$ cat config.mk
export PLATFORM = sky130hd
export DESIGN_NAME = spi_master_byte_engine_top_flat
export DESIGN_NICKNAME = d
export VERILOG_FILES = /design/src/design/spime_pkg.sv /design/src/design/spime_ifs.sv /design/src/design/spime_in_reg.sv /design/src/design/spime_core.sv /design/src/design/spime_out_reg.sv /design/src/design/spi_master_byte_engine_top.sv /design/src/flat_wrapper.sv
export SDC_FILE = /design/constraint.sdc
export NUM_CORES = 1
export LEC_CHECK = 0
export BUFFER_PORTS_ARGS = -buffer_cell sky130_fd_sc_hd__buf_2
export CAP_MARGIN = 40
export CORE_MARGIN = 8
export CORE_UTILIZATION = 40
export CTS_BUF_LIST = sky130_fd_sc_hd__clkbuf_4
export DETAILED_ROUTE_END_ITERATION = 8
export PLACE_DENSITY = 0.64
export REMOVE_ABC_BUFFERS = 1
export SYNTH_ARGS = -nofsm -noshare
export SYNTH_HDL_FRONTEND = slang
export SYNTH_SLANG_ARGS = --single-unit
$ cat constraint.sdc
create_clock -name clk -period 3 [get_ports clk]
set_input_delay 0.6 -clock clk [delete_from_list [all_inputs] [get_ports clk]]
set_output_delay 0.6 -clock clk [all_outputs]
set_load 0.01 [all_outputs]
$ cat src/design/spime_pkg.sv
// Package for the SPI master byte engine: item structs and reset constants.
// Used by the channel interfaces and by every module of the block.
`timescale 1ns / 1ps
package spime_pkg;

  localparam int unsigned BYTE_W = 8;
  localparam int unsigned BIT_W  = 3;
  localparam int unsigned CS_W   = 2;

  // Reset values of the configuration register and the engine state.
  localparam logic [BYTE_W-1:0] DIV_RESET   = 8'd2;
  localparam logic [BIT_W-1:0]  BIT_TOP     = 3'd7;
  localparam logic [BIT_W-1:0]  BIT_LAST    = 3'd0;
  localparam logic              MOSI_RESET  = 1'b1;

  // One input item: a single system clock tick of the pin-level master.
  typedef struct packed {
    logic              write_enable;
    logic [BYTE_W-1:0] tx_byte;
    logic [CS_W-1:0]   card_select;
    logic              miso_card0;
    logic              miso_card1;
  } in_item_t;

  // One result item: the pin and register values after that tick.
  typedef struct packed {
    logic              sclk_out;
    logic              mosi_out;
    logic              busy_flag;
    logic [BYTE_W-1:0] rx_byte;
    logic [CS_W-1:0]   card_select_pins;
  } out_item_t;

  // Handshake status passed from the output register to the engine core.
  typedef struct packed {
    logic space;
  } out_stat_t;

endpackage

$ cat src/design/spime_ifs.sv
// Channel interfaces of the SPI master byte engine: input, result, config.
// Depends on spime_pkg for the field widths.
`timescale 1ns / 1ps
interface spime_in_if import spime_pkg::*; ();
  logic              valid;
  logic              ready;
  logic              write_enable;
  logic [BYTE_W-1:0] tx_byte;
  logic [CS_W-1:0]   card_select;
  logic              miso_card0;
  logic              miso_card1;

  modport source (output valid, write_enable, tx_byte, card_select, miso_card0, miso_card1,
                  input ready);
  modport sink   (input valid, write_enable, tx_byte, card_select, miso_card0, miso_card1,
                  output ready);
endinterface

interface spime_out_if import spime_pkg::*; ();
  logic              valid;
  logic              ready;
  logic              sclk_out;
  logic              mosi_out;
  logic              busy_flag;
  logic [BYTE_W-1:0] rx_byte;
  logic [CS_W-1:0]   select_pins;

  modport source (output valid, sclk_out, mosi_out, busy_flag, rx_byte, select_pins,
                  input ready);
  modport sink   (input valid, sclk_out, mosi_out, busy_flag, rx_byte, select_pins,
                  output ready);
endinterface

interface spime_cfg_if import spime_pkg::*; ();
  logic              valid;
  logic              ready;
  logic [BYTE_W-1:0] data;

  modport source (output valid, data, input ready);
  modport sink   (input valid, data, output ready);
endinterface

$ cat src/design/spime_in_reg.sv
// Input register of the SPI master byte engine: holds one accepted item.
// Depends on spime_pkg and spime_in_if.
`timescale 1ns / 1ps
module spime_in_reg import spime_pkg::*; (
  input  logic          clk,
  input  logic          rst_n,
  spime_in_if.sink      in_bus,
  input  logic          take,
  output logic          item_valid,
  output in_item_t      item
);

  logic     valid_r, valid_nxt;
  logic     accept;
  in_item_t item_r;

  // A new item enters when the register is empty or is being drained.
  assign in_bus.ready = !valid_r || take;
  assign accept       = in_bus.valid && in_bus.ready;

  always_comb begin
    valid_nxt = valid_r;
    if (accept) begin
      valid_nxt = 1'b1;
    end else if (take) begin
      valid_nxt = 1'b0;
    end
  end

  always_ff @(posedge clk) begin
    if (!rst_n) begin
      valid_r <= 1'b0;
    end else begin
      valid_r <= valid_nxt;
    end
  end

  // Payload needs no reset.
  always_ff @(posedge clk) begin
    if (accept) begin
      item_r.write_enable <= in_bus.write_enable;
      item_r.tx_byte      <= in_bus.tx_byte;
      item_r.card_select  <= in_bus.card_select;
      item_r.miso_card0   <= in_bus.miso_card0;
      item_r.miso_card1   <= in_bus.miso_card1;
    end
  end

  assign item_valid = valid_r;
  assign item       = item_r;

endmodule

$ cat src/design/spime_core.sv
// Engine core of the SPI master: pace counter, bit sequencer, shift registers
// and the clock divider register. Depends on spime_pkg and spime_cfg_if.
`timescale 1ns / 1ps
module spime_core import spime_pkg::*; (
  input  logic          clk,
  input  logic          rst_n,
  spime_cfg_if.sink     cfg_bus,
  input  logic          item_valid,
  input  in_item_t      item,
  input  out_stat_t     out_stat,
  output logic          fire,
  output out_item_t     result
);

  logic [BYTE_W-1:0] div_r;
  logic [BIT_W-1:0]  bit_pos_r, bit_pos_nxt;
  logic              sclk_r, sclk_nxt;
  logic              mosi_nxt;
  logic              miso_r, miso_nxt;
  logic [BYTE_W-1:0] cnt_r, cnt_nxt;
  logic              busy_r, busy_nxt;
  logic              last_en_r, last_en_nxt;
  logic [BYTE_W-1:0] rx_r, rx_nxt;
  logic              start_edge;
  logic              step;

  // The divider register is always ready; the user must write it only while idle, the block does not enforce it.
  assign cfg_bus.ready = 1'b1;

  always_ff @(posedge clk) begin
    if (!rst_n) begin
      div_r <= DIV_RESET;
    end else if (cfg_bus.valid) begin
      div_r <= cfg_bus.data;
    end
  end

  // One item is processed whenever an item is held and the result register has room.
  assign fire       = item_valid && out_stat.space;
  assign start_edge = !last_en_r && item.write_enable;
  assign step       = (cnt_r >= div_r) || (start_edge && !busy_r);

  // Next state of the engine for the held item.
  always_comb begin
    bit_pos_nxt = bit_pos_r;
    sclk_nxt    = sclk_r;
    busy_nxt    = busy_r;
    last_en_nxt = last_en_r;
    rx_nxt      = rx_r;
    cnt_nxt     = cnt_r + 8'd1;
    mosi_nxt    = item.tx_byte[bit_pos_r];
    miso_nxt    = item.card_select[0] ? item.miso_card1 : item.miso_card0;
    if (step) begin
      cnt_nxt = '0;
      if (sclk_r) begin
        // Falling step: capture the sampled bit and move down one bit.
        rx_nxt[bit_pos_r] = miso_r;
        sclk_nxt          = 1'b0;
        if (bit_pos_r == BIT_LAST) begin
          bit_pos_nxt = BIT_TOP;
          busy_nxt    = 1'b0;
          last_en_nxt = item.write_enable;
        end else begin
          bit_pos_nxt = bit_pos_r - 3'd1;
        end
      end else if (bit_pos_r == BIT_TOP) begin
        // Idle step: start on a fresh enable edge, otherwise stay idle.
        sclk_nxt    = start_edge;
        busy_nxt    = start_edge;
        last_en_nxt = item.write_enable;
      end else begin
        sclk_nxt = 1'b1;
      end
    end
  end

  always_ff @(posedge clk) begin
    if (!rst_n) begin
      bit_pos_r <= BIT_TOP;
      sclk_r    <= 1'b0;
      miso_r    <= 1'b0;
      cnt_r     <= '0;
      busy_r    <= 1'b0;
      last_en_r <= 1'b0;
      rx_r      <= '0;
    end else if (fire) begin
      bit_pos_r <= bit_pos_nxt;
      sclk_r    <= sclk_nxt;
      miso_r    <= miso_nxt;
      cnt_r     <= cnt_nxt;
      busy_r    <= busy_nxt;
      last_en_r <= last_en_nxt;
      rx_r      <= rx_nxt;
    end
  end

  // The result shows the pins and registers as they stand after this tick.
  assign result.sclk_out         = sclk_nxt;
  assign result.mosi_out         = mosi_nxt;
  assign result.busy_flag        = busy_nxt;
  assign result.rx_byte          = rx_nxt;
  assign result.card_select_pins = item.card_select;

endmodule

$ cat src/design/spime_out_reg.sv
// Result register of the SPI master byte engine; drives the result channel.
// Depends on spime_pkg and spime_out_if.
`timescale 1ns / 1ps
module spime_out_reg import spime_pkg::*; (
  input  logic          clk,
  input  logic          rst_n,
  input  logic          load,
  input  out_item_t     result,
  output out_stat_t     stat,
  spime_out_if.source   out_bus
);

  logic      valid_r, valid_nxt;
  out_item_t item_r;

  // Room for a new result when empty or when the held one is taken now.
  assign stat.space = !valid_r || out_bus.ready;

  always_comb begin
    valid_nxt = valid_r;
    if (load) begin
      valid_nxt = 1'b1;
    end else if (out_bus.ready) begin
      valid_nxt = 1'b0;
    end
  end

  always_ff @(posedge clk) begin
    if (!rst_n) begin
      valid_r <= 1'b0;
    end else begin
      valid_r <= valid_nxt;
    end
  end

  always_ff @(posedge clk) begin
    if (load) begin
      item_r <= result;
    end
  end

  assign out_bus.valid       = valid_r;
  assign out_bus.sclk_out    = item_r.sclk_out;
  assign out_bus.mosi_out    = item_r.mosi_out;
  assign out_bus.busy_flag   = item_r.busy_flag;
  assign out_bus.rx_byte     = item_r.rx_byte;
  assign out_bus.select_pins = item_r.card_select_pins;

endmodule

$ cat src/design/spi_master_byte_engine_top.sv
// Top level of the SPI master byte engine (mode 0, MSB first).
// Depends on spime_pkg, spime_ifs, spime_in_reg, spime_core, spime_out_reg.
//
// Usage:
//   Each item on in_bus is one system clock tick of the SPI master: the
//   write enable level, the byte to send, the two active-low card selects
//   and both MISO pins. For every item exactly one item leaves on out_bus
//   with SCLK, MOSI, the busy flag, the received byte and the select pins
//   as they stand after that tick.
//   cfg_bus writes the clock divider (half SCLK period minus one cycle); it
//   is always ready and must be written only while no item is in flight.
//   An accepted item is held in the input register, goes through the engine
//   core and is loaded into the result register, two register stages in all.
//   Throughput: one item per cycle while out_bus does not stall, set by the
//   combinational engine core logic between the input and result registers.
//   Reset clears both stages and puts the engine idle at bit 7 with
//   divider 2. When out_bus stalls, the result register holds its item, the
//   input register takes one more item and then in_bus.ready drops.
`timescale 1ns / 1ps
module spi_master_byte_engine_top import spime_pkg::*; (
  input  logic          clk,
  input  logic          rst_n,
  spime_in_if.sink      in_bus,
  spime_cfg_if.sink     cfg_bus,
  spime_out_if.source   out_bus
);

  logic      stage_valid;
  in_item_t  stage_item;
  logic      fire;
  out_item_t result;
  out_stat_t out_stat;

  spime_in_reg u_in_reg (
    .clk        (clk),
    .rst_n      (rst_n),
    .in_bus     (in_bus),
    .take       (fire),
    .item_valid (stage_valid),
    .item       (stage_item)
  );

  spime_core u_core (
    .clk        (clk),
    .rst_n      (rst_n),
    .cfg_bus    (cfg_bus),
    .item_valid (stage_valid),
    .item       (stage_item),
    .out_stat   (out_stat),
    .fire       (fire),
    .result     (result)
  );

  spime_out_reg u_out_reg (
    .clk     (clk),
    .rst_n   (rst_n),
    .load    (fire),
    .result  (result),
    .stat    (out_stat),
    .out_bus (out_bus)
  );

  // A result is produced only from an item held in the input register.
  a_fire_needs_item : assert property (@(posedge clk) disable iff (!rst_n)
    fire |-> stage_valid)
    else $error("result produced without a held item");

  // A held item that cannot move on stays in the input register.
  a_stage_holds : assert property (@(posedge clk) disable iff (!rst_n)
    stage_valid && !out_stat.space |=> stage_valid)
    else $error("held item lost during stall");

  // SCLK is only high while a transfer is in progress.
  a_sclk_busy : assert property (@(posedge clk) disable iff (!rst_n)
    fire && !result.busy_flag |-> !result.sclk_out)
    else $error("SCLK high while idle");

  // An empty input register always takes a new item.
  a_empty_ready : assert property (@(posedge clk) disable iff (!rst_n)
    !stage_valid |-> in_bus.ready)
    else $error("input refused while stage empty");

endmodule
$ cat src/flat_wrapper.sv
// flat-port wrapper written by rule: the top's interface ports become plain ports
module spi_master_byte_engine_top_flat import spime_pkg::*;
  (clk, rst_n, in_bus_valid, in_bus_write_enable, in_bus_tx_byte, in_bus_card_select, in_bus_miso_card0, in_bus_miso_card1, in_bus_ready, cfg_bus_valid, cfg_bus_data, cfg_bus_ready, out_bus_valid, out_bus_sclk_out, out_bus_mosi_out, out_bus_busy_flag, out_bus_rx_byte, out_bus_select_pins, out_bus_ready);
  spime_in_if in_bus_i ();
  spime_cfg_if cfg_bus_i ();
  spime_out_if out_bus_i ();
  input  logic clk;
  input  logic rst_n;
  input wire logic [$bits(in_bus_i.valid)-1:0] in_bus_valid;
  input wire logic [$bits(in_bus_i.write_enable)-1:0] in_bus_write_enable;
  input wire logic [$bits(in_bus_i.tx_byte)-1:0] in_bus_tx_byte;
  input wire logic [$bits(in_bus_i.card_select)-1:0] in_bus_card_select;
  input wire logic [$bits(in_bus_i.miso_card0)-1:0] in_bus_miso_card0;
  input wire logic [$bits(in_bus_i.miso_card1)-1:0] in_bus_miso_card1;
  output wire logic [$bits(in_bus_i.ready)-1:0] in_bus_ready;
  input wire logic [$bits(cfg_bus_i.valid)-1:0] cfg_bus_valid;
  input wire logic [$bits(cfg_bus_i.data)-1:0] cfg_bus_data;
  output wire logic [$bits(cfg_bus_i.ready)-1:0] cfg_bus_ready;
  output wire logic [$bits(out_bus_i.valid)-1:0] out_bus_valid;
  output wire logic [$bits(out_bus_i.sclk_out)-1:0] out_bus_sclk_out;
  output wire logic [$bits(out_bus_i.mosi_out)-1:0] out_bus_mosi_out;
  output wire logic [$bits(out_bus_i.busy_flag)-1:0] out_bus_busy_flag;
  output wire logic [$bits(out_bus_i.rx_byte)-1:0] out_bus_rx_byte;
  output wire logic [$bits(out_bus_i.select_pins)-1:0] out_bus_select_pins;
  input wire logic [$bits(out_bus_i.ready)-1:0] out_bus_ready;
  assign in_bus_i.valid = in_bus_valid;
  assign in_bus_i.write_enable = in_bus_write_enable;
  assign in_bus_i.tx_byte = in_bus_tx_byte;
  assign in_bus_i.card_select = in_bus_card_select;
  assign in_bus_i.miso_card0 = in_bus_miso_card0;
  assign in_bus_i.miso_card1 = in_bus_miso_card1;
  assign in_bus_ready = in_bus_i.ready;
  assign cfg_bus_i.valid = cfg_bus_valid;
  assign cfg_bus_i.data = cfg_bus_data;
  assign cfg_bus_ready = cfg_bus_i.ready;
  assign out_bus_valid = out_bus_i.valid;
  assign out_bus_sclk_out = out_bus_i.sclk_out;
  assign out_bus_mosi_out = out_bus_i.mosi_out;
  assign out_bus_busy_flag = out_bus_i.busy_flag;
  assign out_bus_rx_byte = out_bus_i.rx_byte;
  assign out_bus_select_pins = out_bus_i.select_pins;
  assign out_bus_i.ready = out_bus_ready;
  spi_master_byte_engine_top u_core (.clk(clk), .rst_n(rst_n), .in_bus(in_bus_i), .cfg_bus(cfg_bus_i), .out_bus(out_bus_i));
endmodule
# ---- Word-level counts from Yosys, hierarchy flattened
# Index checks and enable logic that the tools add are counted.
dict set report totals {
  reg_bits 59
  output_inout_bits 16
  wordCells 69
  inputBits 26
}
dict set report classes {
  n_addsub 2
  magnitude_cmp 3
  n_eq_ne 2
  n_mux 24
  reduce_logical 18
}
# cell n
set op_table {}
lappend op_table {{2-to-1 mux 8 bit} 3}
lappend op_table {{2-to-1 mux 1 bit} 17}
lappend op_table {{adder 8 x 1 -> 8 bit (second input constant)} 1}
lappend op_table {{bitwise mux 8 bit} 1}
lappend op_table {{greater-or-equal comparator 8 bit} 1}
lappend op_table {{nonzero test 2 bit} 3}
lappend op_table {{logical AND 1 bit} 5}
lappend op_table {{logical NOT 1 bit} 4}
lappend op_table {{< comparator 3 x 4 -> 1 bit (second input constant)} 1}
lappend op_table {{AND reduction 4 bit} 1}
lappend op_table {{binary-select mux 1 bit (select 3 bit)} 1}
lappend op_table {{demux 1 bit (select 3 bit)} 1}
lappend op_table {{== test 3 bit (second input constant)} 1}
lappend op_table {{greater-or-equal comparator 3 x 1 -> 1 bit (second input constant)} 1}
lappend op_table {{logical NOT 3 bit} 1}
lappend op_table {{logical OR 1 bit} 3}
lappend op_table {{2-to-1 mux 3 bit} 1}
lappend op_table {{AND reduction 3 bit} 1}
lappend op_table {{subtractor 3 x 1 -> 3 bit (second input constant)} 1}
lappend op_table {{inequality test 2 x 1 -> 1 bit (second input constant)} 1}

# ---- Depth between registers and ports, before layout
# Gate-level depths: netlist of run 1.
dict set report depth {
  depth_word 7
  mapped_depth 9
  mapped_depth_nobuf 7
}

# ---- Modules after synthesis
# From an unflattened synthesis of run 1, not the netlist that was laid out.
dict set report hier_totals {
  cells_unflattened 275
  area_unflattened_um2 3017.9
}
# mod n_inst area_per_inst_um2 seq_area_each_um2 cells_each
set by_module_without_submodules {}
lappend by_module_without_submodules {spime_core 1 2130.8 620.6 240}
lappend by_module_without_submodules {spime_in_reg 1 447.9 410.4 18}
lappend by_module_without_submodules {spime_out_reg 1 439.2 410.4 17}

# ---- Worst setup path after synthesis of run 1
# OpenSTA, ideal clock, no wires.
dict set report synth_path {
  path_kind {in2reg}
  start {in out_bus_ready}
  end {reg u_core.u_core.rx_r[4]}
  required_ps 2927
  path_slack_ps 1027
  setup_ps 73
  n_path_buf 1
  path_stages 7
  arrival_ps 1900
  path_cell_list {nand2b_1 > nand2_1 > inv_1 > clkbuf_1 > nand3_1 > a21oi_1 > mux2i_1}
}
dict set report synth_via {
  elab_chain_len 2
}
# item line
set synth_lines {}
lappend synth_lines {{start: declaration} flat_wrapper.sv:25} ;# input wire logic [$bits(out_bus_i.ready)-1:0] out_bus_ready;
lappend synth_lines {{logical OR 1 bit} spime_out_reg.sv:17} ;# assign stat.space = !valid_r || out_bus.ready;
lappend synth_lines {{logical AND 1 bit} spime_core.sv:39} ;# assign fire = item_valid && out_stat.space;
lappend synth_lines {{named net u_core.fire} spi_master_byte_engine_top.sv:30} ;# logic fire;
lappend synth_lines {{end signal: assignment} spime_core.sv:93} ;# rx_r <= rx_nxt;
lappend synth_lines {{end: declaration} spime_core.sv:23} ;# logic [BYTE_W-1:0] rx_r, rx_nxt;
# The timed path passes the listed nets, and every way through them passes these cells.
# A chain may end at the register's enable or synchronous reset.

==> results of run 1 <==
## per-layer routing
metal	wire length [µm]	vias up	GRT usage (%)
li1	-	1042	-
met2	2540	39	18.21
met1	2545	944	13.57
met3	208	10	2.831
met4	130	0	7.558
met5	0	-	0
## layout make-up
cell class / instances / area [µm²] / area share, %
repair buffers: 43 / 222.7 / 6.851
clock inverters: 7 / 68.82 / 2.117
inverters: 14 / 52.55 / 1.617
flip-flops and latches: 59 / 1441 / 44.34
multi-input cells: 181 / 1274 / 39.18
clock buffers: 9 / 67.56 / 2.079
well taps: 99 / 123.9 / 3.811
## metrics by stage
step	setup slack, ps	area, µm²
6_report	750.9	3251
4_1_cts	771.1	3251
2_1_floorplan	875.1	2768
5_1_grt	617.8	3251
3_5_place_dp	787.3	3114
3_3_place_gp	810.6	3114
## synthesized netlist by cell type, types with 4 or more instances
cell / count
dfxtp_1: 33
nand2_1: 28
edfxtp_1: 26
nor2_1: 23
mux2i_1: 18
a21oi_1: 17
inv_1: 14
ha_1: 12
a211oi_1: 11
nand3_1: 9
clkbuf_1: 8
mux2_2: 8
o21ai_0: 7
buf_2: 5
nand2b_1: 4
nor2b_1: 4
o211ai_1: 4
xor2_1: 4
## logic make-up after synthesis
| logic type | after synthesis | share of synthesized area, % |
|---|---|---|
| AO/OA/AOI/OAI | 50 | 11.87 |
| XOR/XNOR | 5 | 1.532 |
| adder cells (fa/ha/maj) | 12 | 5.254 |
| buffers and inverters | 31 | 4.991 |
| flip-flops | 59 | 50.44 |
| multiplexers | 30 | 11.82 |
| other | 1 | 0.1312 |
| AND/OR/NAND/NOR | 83 | 13.97 |
## state kept, by name, indices dropped and copies added, names as in the netlist
| name | flops |
|---|---|
| u_core.u_core.bit_pos_r | 3 |
| u_core.u_core.busy_r | 1 |
| u_core.u_core.cnt_r | 8 |
| u_core.u_core.div_r | 8 |
| u_core.u_core.last_en_r | 1 |
| u_core.u_core.miso_r | 1 |
| u_core.u_core.rx_r | 8 |
| u_core.u_core.sclk_r | 1 |
| u_core.u_in_reg.item | 13 |
| u_core.u_in_reg.item_valid | 1 |
| u_core.u_out_reg.out_bus.busy_flag | 1 |
| u_core.u_out_reg.out_bus.mosi_out | 1 |
| u_core.u_out_reg.out_bus.rx_byte | 8 |
| u_core.u_out_reg.out_bus.sclk_out | 1 |
| u_core.u_out_reg.out_bus.select_pins | 2 |
| u_core.u_out_reg.out_bus.valid | 1 |
## worst paths after layout
check                           from                                       to  depth (start not counted)
max reg2reg   u_core.u_core.cnt_r[0]      u_core.u_out_reg.out_bus.rx_byte[0]                          8
min reg2reg  u_core.u_in_reg.item[3]  u_core.u_out_reg.out_bus.select_pins[1]                          0
max           u_core.u_core.cnt_r[0]      u_core.u_out_reg.out_bus.rx_byte[0]                          8
min                in_bus_miso_card0                  u_core.u_in_reg.item[1]                          1
## where the power goes
group | internal, mW | switching (mW)
Combinational | 0.0578 | 0.0896
Sequential | 0.870 | 0.0161
Clock | 0.251 | 0.299
Total | 1.18 | 0.405
==> impl_metrics.py, run 1 <==
metrics = {
    "outcome": {
        "run_status": "finished clean",
    },
    "setup_path": {
        "cp_slowest_stage_delay_ps": 390,
        "startpoint_type": "register",
        "critPathTopFamily": "compound AO/OA/AOI/OAI gates",
        "crit_path_top_delay_cell": "dfxtp_1",
        "criticalPathCategory": "reg2reg",
        "critPathCaptureType": "register",
        "worst_ep_arrival_time_ps": 2410,
        "path_cells": "inv_1, ha_1, a31oi_1, nor2b_2, o21ai_4, buf_4, a21oi_1, mux2_1",
        "rrSetupSlack_ps": 750,
        "critical_path.max_fanout": 15,
        "worstPathRequired_ps": 3160,
        "critical_path_buf_inv_count": 2,
    },
    "layout": {
        "finish.utilization_pct": 45.80,
        "antenna-diode-count": 0,
        "most-common-layout-cells": "40 x buf_2, 33 x dfxtp_1, 28 x nand2_1, 26 x edfxtp_1, 23 x nor2_1",
        "layout_commonest_cell": "buf_2",
        "final.fill_count": 667,
        "final-instance-count-excl-fill": 412,
        "syn_to_final_growth_pct": 13.75,
        "finalNetCount": 346,
        "share_of_final_layout_standard_cells_stronger_than_drive_strength_1_pct": 23.64,
    },
    "synthesis": {
        "ys_async_sr_fraction_pct": 0,
        "synth_area_mm2": 0.002858,
        "synthesis.instances": 271,
        "prevailing_post_synth_register_cell": "dfxtp_1",
        "netlist.area_leader.share_pct": 27.32,
        "synth_enable_flop_cells": 26,
        "synthesis.yosys.warnings": 0,
        "syn_avg_cell_area_um2": 10.55,
        "synth.ff_latch_count": 59,
        "synth_area_leaders": "edfxtp_1 27%, dfxtp_1 23%, mux2i_1 6.3%",
        "synth_seq_area_share_pct": 50.44,
        "synth_cell_types": 47,
        "synthDominantAreaCellType": "edfxtp_1",
    },
    "cts": {
        "tritoncts_clock_tree": "yes",
        "worst_skew_pair.late_latency_ps": 400,
        "cts-htree-levels": 3,
        "cts_root_buffer": "clkbuf_4",
        "cts_hold_buffers": 0,
        "postCtsResizedCells": 0,
        "cts_buffers": 9,
        "cts-root-to-sink-buffers": 2,
        "clk_pin_slew_worst_paths_ps": 110,
        "cts_post_setup_buffers_inserted": 0,
        "cts_sinks": 59,
    },
    "placement": {
        "io_buffer_count": 40,
        "dp_cells": 396,
        "dp.final_hpwl_um": 3883,
        "gp_routability_congestion": 0.8232,
    },
    "floorplanning": {
        "placement_rows": 31,
        "dieArea_mm2": 0.01011,
        "fp.dieH_um": 100.5,
        "start_util_pct": 40.26,
        "io_pins": 42,
        "floorplan.core_area_mm2": 0.007098,
        "die-width_um": 100.5,
    },
    "timing": {
        "setup-violations-final": 0,
        "holdWs_ps": 369.4,
        "timing.setup.tns_ps": 0,
        "max_slew_margin_pct": 62.85,
        "max_freq_ghz": 0.4446,
        "worst-slew-pin-transition_ps": 557.3,
        "final_number_of_max_transition_violations": 0,
        "fin_crit_sh_pct": 74.97,
        "rsz0062_at_grt": "no",
        "worst_clock_skew_ps": 13.44,
        "final.min_clock_period_ps": 2249,
        "finalHoldViolations": 0,
    },
    "global_routing": {
        "globalRouteOverflowTotal": 0,
        "total_global_routing_track_utilization_pct": 11.50,
        "grt_first_pass_wirelength_um": 9149,
        "first_global_vias": 2060,
        "antenna_found_initial": 0,
        "grt_max_degree": 30,
    },
    "hold_path": {
        "min_path_type": "in2reg",
    },
    "detailed_routing": {
        "drt.antenna.violating_nets": 0,
        "wire_per_inst_um": 13.17,
        "drt-total-wl_um": 5425,
        "drc": 0,
        "drt_first_pass_iters": 4,
        "vias": 2035,
        "detailedRoute.firstIterationViolations": 68,
        "post_drt_via_cell_ratio": 4.939,
    },
    "job": {
        "drv.max_cap_violation_count": 0,
    },
    "power": {
        "vdd_drop_max_v": 0.0002486,
        "power_density_mw_per_mm2": 487.0,
        "static-leakage-power_nw": 1.277,
        "total_power_mw": 1.583,
    },
}
Note: power is estimated with default switching activity, not from simulation.
==> run 2: changes to the inputs <==
--- a/config.mk
+++ b/config.mk
@@ -5,13 +5,14 @@
 export SDC_FILE = /design/constraint.sdc
 export NUM_CORES = 1
 export LEC_CHECK = 0
+export ABC_AREA = 1
 export BUFFER_PORTS_ARGS = -buffer_cell sky130_fd_sc_hd__buf_2
 export CAP_MARGIN = 40
 export CORE_MARGIN = 8
 export CORE_UTILIZATION = 40
 export CTS_BUF_LIST = sky130_fd_sc_hd__clkbuf_4
 export DETAILED_ROUTE_END_ITERATION = 8
-export PLACE_DENSITY = 0.64
+export PLACE_DENSITY = 0.67
 export REMOVE_ABC_BUFFERS = 1
 export SYNTH_ARGS = -nofsm -noshare
 export SYNTH_HDL_FRONTEND = slang
==> constraint.sdc (replaced) <==
create_clock -name clk -period 2 [get_ports clk]
set_input_delay 0.4 -clock clk [delete_from_list [all_inputs] [get_ports clk]]
set_output_delay 0.4 -clock clk [all_outputs]
set_load 0.01 [all_outputs]
==> impl_metrics.py, run 2 <==
metrics = {
    "outcome": {
        "run_status": "finished clean",
    },
    "cts": {
        "worst_skew_pair.late_latency_ps": 400,
        "clk_pin_slew_worst_paths_ps": 100,
        "cts_root_buffer": "clkbuf_4",
        "cts_buffers": 9,
        "cts_hold_buffers": 0,
        "cts-root-to-sink-buffers": 2,
        "postCtsResizedCells": 0,
        "cts-htree-levels": 3,
        "cts_post_setup_buffers_inserted": 0,
        "cts_sinks": 59,
        "tritoncts_clock_tree": "yes",
    },
    "layout": {
        "layout_commonest_cell": "nand2_1",
        "final-instance-count-excl-fill": 458,
        "syn_to_final_growth_pct": 12.63,
        "most-common-layout-cells": "58 x nand2_1, 40 x buf_2, 34 x inv_1, 33 x dfxtp_1, 26 x edfxtp_1",
        "layout.cell_area.non_filler_mm2": 0.003179,
        "share_of_final_layout_standard_cells_stronger_than_drive_strength_1_pct": 23.76,
        "largest_register_ffs": 13,
        "antenna-diode-count": 0,
        "finish.utilization_pct": 46.54,
        "finalNetCount": 395,
    },
    "synthesis": {
        "synthesis.instances": 314,
        "synthDominantAreaCellType": "edfxtp_1",
        "synth_cell_types": 36,
        "prevailing_post_synth_register_cell": "dfxtp_1",
        "synth_common_cells": "58 x nand2_1, 34 x inv_1, 33 x dfxtp_1, 26 x edfxtp_1, 22 x nand3_1",
        "post-synth-top-count-cell": "nand2_1",
        "syn_avg_cell_area_um2": 8.990,
        "synth_area_mm2": 0.002823,
        "synthesis.yosys.warnings": 0,
        "synth_seq_area_share_pct": 51.06,
        "netlist.area_leader.share_pct": 27.66,
        "synth.ff_latch_count": 59,
        "synth_area_leaders": "edfxtp_1 28%, dfxtp_1 23%, nand2_1 7.7%",
        "synth_enable_flop_cells": 26,
        "ys_async_sr_fraction_pct": 0,
    },
    "global_routing": {
        "grt_first_pass_wirelength_um": 9453,
        "total_global_routing_track_utilization_pct": 11.85,
        "antenna_found_initial": 0,
        "grt_max_degree": 26,
        "first_global_vias": 2121,
        "globalRouteOverflowTotal": 0,
    },
    "placement": {
        "dp_cells": 442,
        "dp.final_hpwl_um": 3916,
        "dpl-instance-area_mm2": 0.003077,
        "dpl_worst_slack_ps": 239.8,
        "io_buffer_count": 40,
        "gp_routability_congestion": 0.8210,
    },
    "setup_path": {
        "critPathCaptureType": "register",
        "crit_path_top_delay_cell": "dfxtp_1",
        "critical_path_buf_inv_count": 2,
        "critical_path.reg2reg.startpoint": "u_core.u_core.cnt_r[0]",
        "startpoint": "u_core.u_core.cnt_r[0]",
        "worst_ep_arrival_time_ps": 1930,
        "critical_path.max_fanout": 25,
        "path_cells": "inv_1, ha_1, nand2_1, nor2_1, nor2_1, nand2_1, nand2_1, nand2_4, inv_2, nand2_1, nand2_1",
        "cp_slowest_stage_delay_ps": 390,
        "criticalPathCategory": "reg2reg",
        "rrSetupSlack_ps": 230,
        "worstPathRequired_ps": 2160,
        "startpoint_type": "register",
        "worstReg2RegEnd": "u_core.u_out_reg.out_bus.rx_byte[1]",
        "reg2regPathDepth": 11,
        "critPathTopFamily": "simple AND/OR/NAND/NOR gates",
        "crit_path_frequent_cell": "nand2_1",
    },
    "floorplanning": {
        "dieArea_mm2": 0.01000,
        "fp.dieH_um": 100.0,
        "placement_rows": 30,
        "io_pins": 42,
        "floorplan.core_area_mm2": 0.006832,
        "die-width_um": 100.0,
        "start_util_pct": 41.32,
    },
    "detailed_routing": {
        "detailedRoute.firstIterationViolations": 104,
        "post_drt_via_cell_ratio": 4.762,
        "drc": 0,
        "wire_per_inst_um": 11.82,
        "drt_first_pass_iters": 6,
        "vias": 2181,
        "drt-total-wl_um": 5415,
        "drt.antenna.violating_nets": 0,
    },
    "hold_path": {
        "depth_of_the_worst_hold_timing_path": 1,
        "whs_endpoint": "u_core.u_in_reg.item[6]",
        "hp-start": "in_bus_tx_byte[2]",
        "min_path_type": "in2reg",
    },
    "timing": {
        "setup-violations-final": 0,
        "holdWs_ps": 179.7,
        "fin_crit_sh_pct": 88.28,
        "rsz0062_at_grt": "no",
        "max_freq_ghz": 0.5664,
        "finalHoldViolations": 0,
        "timing.setup.tns_ps": 0,
        "final.setup.worst_slack_ps": 234.5,
        "final.min_clock_period_ps": 1766,
        "worst_clock_skew_ps": 13.28,
        "final_number_of_max_transition_violations": 0,
    },
    "power": {
        "power_density_mw_per_mm2": 706.0,
        "total_power_mw": 2.245,
        "netSwitchingPower_uw": 613.2,
        "comb_power_share_pct": 10.9,
        "internal_power_mw": 1.631,
        "power.switching_fraction_pct": 27.32,
        "power_frac_seq_pct": 59.5,
        "vdd_drop_max_v": 0.0004143,
        "static-leakage-power_nw": 1.347,
        "clock_power_share_pct": 29.5,
    },
    "job": {
        "drv.max_cap_violation_count": 0,
    },
}
-- run 2: area by class of cell --
cell class / count / area (µm²)
Clock buffer: 9 / 67.56
Sequential cell: 59 / 1441
Multi-Input combinational cell: 204 / 1144
Clock inverter: 7 / 35.03
Fill cell: 685 / 3652
Inverter: 41 / 156.4
Tap cell: 96 / 120.1
Timing Repair Buffer: 42 / 215.2
-- run 2: how the worst max path moves through the flow --
stage                     slack [ps]  cells past startpoint                                   to
after global placement           260                      8   u_core.u_out_reg.out_bus.busy_flag
after global routing              20                     11                 u_core.u_core.sclk_r
final                            230                     11  u_core.u_out_reg.out_bus.rx_byte[1]
after floorplan                  410                      8   u_core.u_out_reg.out_bus.busy_flag
after CTS                        230                      8   u_core.u_out_reg.out_bus.busy_flag
after detailed placement         240                     11  u_core.u_out_reg.out_bus.rx_byte[1]
-- run 2: power by group through the flow --
| stage | combinational, mW | sequential, mW | clock [mW] |
|---|---|---|---|
| 3_3_place_gp | 0.243 | 1.36 | 0 |
| 5_1_grt | 0.282 | 1.34 | 0.747 |
| 3_5_place_dp | 0.247 | 1.36 | 0 |
| 6_report | 0.245 | 1.34 | 0.663 |
| 2_1_floorplan | 0.153 | 1.37 | 0 |
| 4_1_cts | 0.248 | 1.34 | 0.696 |
-- run 2: cell families (layout without fill, tap and decap cells) --
logic type,Yosys count,in the layout,synth area share (%)
other,1,1,0.1329
AOI/OAI and AO/OA,68,68,13.52
xor gates and xnor gates,2,2,0.6207
buffers and inverters,51,99,8.422
DFF,59,59,51.06
adders and majority gates,12,12,5.319
and+or+nand+nor,121,121,20.92
-- run 2: worst register-to-register path: cells and delay by family, from the launching register on --
kind	cells	cell delay [ps]
AND/OR/NAND/NOR	8	660
buffers and inverters	2	220
adder cells (fa/ha/maj)	1	270
flip-flops	1	390
-- run 2: metal layers --
layer | track usage (%) | wire [µm] | up-vias | share of wire [%]
met3 | 4.221 | 303 | 10 | 5.6
met5 | 0 | 0 | - | 0
met1 | 14.88 | 2690 | 987 | 50
li1 | - | - | 1137 | -
met2 | 17.14 | 2301 | 47 | 42
met4 | 6.744 | 118 | 0 | 2.2
==> run 3: changes to the inputs <==
--- a/config.mk
+++ b/config.mk
@@ -9,10 +9,10 @@
 export BUFFER_PORTS_ARGS = -buffer_cell sky130_fd_sc_hd__buf_2
 export CAP_MARGIN = 40
 export CORE_MARGIN = 8
-export CORE_UTILIZATION = 40
+export CORE_UTILIZATION = 45
 export CTS_BUF_LIST = sky130_fd_sc_hd__clkbuf_4
 export DETAILED_ROUTE_END_ITERATION = 8
-export PLACE_DENSITY = 0.67
+export PLACE_DENSITY = 0.73
 export REMOVE_ABC_BUFFERS = 1
 export SYNTH_ARGS = -nofsm -noshare
 export SYNTH_HDL_FRONTEND = slang
==> impl_metrics.py, run 3 (same netlist as run 2, synthesis figures left out) <==
metrics = {
    "global_routing": {
        "globalRouteOverflowTotal": 0,
        "total_global_routing_track_utilization_pct": 13.83,
        "antenna_found_initial": 0,
        "first_global_vias": 2186,
        "grt_max_degree": 26,
        "grt_first_pass_wirelength_um": 9694,
    },
    "detailed_routing": {
        "detailedRoute.firstIterationViolations": 111,
        "wire_per_inst_um": 12.99,
        "vias": 2245,
        "wl_met1_um": 2622,
        "drt_first_pass_iters": 4,
        "top_layer_used": "met4",
        "drt-total-wl_um": 5717,
        "met2RoutedLength_um": 2618,
        "post_drt_via_cell_ratio": 5.102,
        "met3_layer_wire_length_in_the_routed_design_um": 307,
        "drt.antenna.violating_nets": 0,
        "drc": 0,
    },
    "layout": {
        "share_of_final_layout_standard_cells_stronger_than_drive_strength_1_pct": 23.97,
        "finalNetCount": 396,
        "syn_to_final_growth_pct": 13.92,
        "antenna-diode-count": 0,
        "most-common-layout-cells": "58 x nand2_1, 40 x buf_2, 34 x inv_1, 33 x dfxtp_1, 26 x edfxtp_1",
        "layout_commonest_cell": "nand2_1",
        "layout.cell_area.non_filler_mm2": 0.003216,
        "largest_register_ffs": 13,
    },
    "cts": {
        "worst_skew_pair.late_latency_ps": 420,
        "cts-htree-levels": 3,
        "cts_sinks": 59,
        "cts_buffers": 9,
        "cts_hold_buffers": 0,
        "cts_post_setup_buffers_inserted": 0,
        "clk_pin_slew_worst_paths_ps": 100,
        "tritoncts_clock_tree": "yes",
        "cts_root_buffer": "clkbuf_4",
        "cts-root-to-sink-buffers": 2,
        "postCtsResizedCells": 0,
    },
    "setup_path": {
        "critical_path.reg2reg.startpoint": "u_core.u_core.cnt_r[0]",
        "worst_ep_arrival_time_ps": 1930,
        "critical_path.max_fanout": 25,
        "worstPathRequired_ps": 2170,
        "startpoint": "u_core.u_core.cnt_r[0]",
        "critPathCaptureType": "register",
        "criticalPathCategory": "reg2reg",
        "startpoint_type": "register",
    },
    "power": {
        "clock_power_share_pct": 37.5,
        "netSwitchingPower_uw": 632.0,
        "internal_power_mw": 1.905,
        "power_frac_seq_pct": 52.7,
        "comb_power_share_pct": 9.8,
        "power_density_mw_per_mm2": 789.1,
        "static-leakage-power_nw": 1.373,
        "power.switching_fraction_pct": 24.91,
        "vdd_drop_max_v": 0.0004603,
    },
    "floorplanning": {
        "fp.dieH_um": 95.20,
        "floorplan.core_area_mm2": 0.006205,
        "io_pins": 42,
        "placement_rows": 29,
        "start_util_pct": 45.49,
        "die-width_um": 95.20,
        "dieArea_mm2": 0.009063,
    },
    "placement": {
        "dpl-instance-area_mm2": 0.003060,
        "dp.final_hpwl_um": 4097,
        "gp_routability_congestion": 0.8597,
        "io_buffer_count": 40,
    },
    "timing": {
        "timing.setup.tns_ps": 0,
        "finalHoldViolations": 0,
        "rsz0062_at_grt": "no",
        "max_freq_ghz": 0.5696,
        "fin_crit_sh_pct": 87.79,
        "setup-violations-final": 0,
        "final_number_of_max_transition_violations": 0,
        "worst_clock_skew_ps": 13.17,
        "final.min_clock_period_ps": 1756,
    },
    "hold_path": {
        "min_path_type": "in2reg",
        "hp-start": "in_bus_tx_byte[0]",
    },
    "outcome": {
        "run_status": "finished clean",
    },
    "job": {
        "drv.max_cap_violation_count": 0,
    },
}
-- run 3: cell types whose count changed in the layout (fill, tap and decap cells not counted) --
| cell | previous run | this run |
|---|---|---|
| clkinv_2 | 4 | 1 |
| buf_4 | 2 | 3 |
| bufinv_16 | 0 | 2 |
| clkbuf_4 | 9 | 10 |
-- run 3: metrics by stage --
| stage | total power [mW] | instances | utilization, % | hold WS [ps] | worst slack (ps) |
|---|---|---|---|---|---|
| 2_1_floorplan | 1.520 | 304 | - | 400.3 | 413.9 |
| 3_3_place_gp | 1.606 | 424 | 49.32 | 404.3 | 279.8 |
| 3_5_place_dp | 1.615 | 424 | 49.32 | 405.4 | 246.2 |
| 4_1_cts | 2.567 | 440 | 51.82 | 122.4 | 235.6 |
| 5_1_grt | 2.655 | 440 | 51.82 | 114.7 | 17.65 |
| 6_report | 2.537 | 440 | 51.82 | 152.2 | 244.3 |
-- run 3: final timing paths --
kind                                             endpoint  slack, ps  cells past startpoint
setup / recovery      u_core.u_out_reg.out_bus.rx_byte[4]        240                     11
hold / removal                    u_core.u_in_reg.item[4]        150                      1
setup reg to reg      u_core.u_out_reg.out_bus.rx_byte[4]        240                     11
hold reg to reg   u_core.u_out_reg.out_bus.select_pins[1]        430                      0
-- run 3: power by group through the flow --
stage	clock network, mW	registers (mW)	logic, mW
floorplan	0	1.37	0.153
CTS	0.976	1.34	0.252
global placement	0	1.36	0.242
global route	1.03	1.34	0.285
detailed placement	0	1.37	0.250
finish	0.951	1.34	0.249
-- run 3: critical path: stages, from the launching register on --
cell	delay [ps]
dfxtp_1	380
inv_1	70
ha_1	270
nand2_1	40
nor2_1	80
nor2_1	50
nand2_1	50
nand2_1	70
nand2_4	240
inv_2	140
nand2_1	80
nand2_1	50
-- run 3: metal layers --
layer,GRT usage (%),vias to the layer above
met5,0,-
met4,10.01,0
met3,4.252,13
met2,20.60,54
met1,16.60,1035
li1,-,1143
-- run 3: layout make-up --
class / instances / area [µm²]
Sequential cell: 59 / 1441
Clock inverter: 6 / 80.08
Tap cell: 77 / 96.34
Timing Repair Buffer: 43 / 222.7
Inverter: 41 / 156.4
Multi-Input combinational cell: 204 / 1144
Fill cell: 604 / 2989
Clock buffer: 10 / 75.07
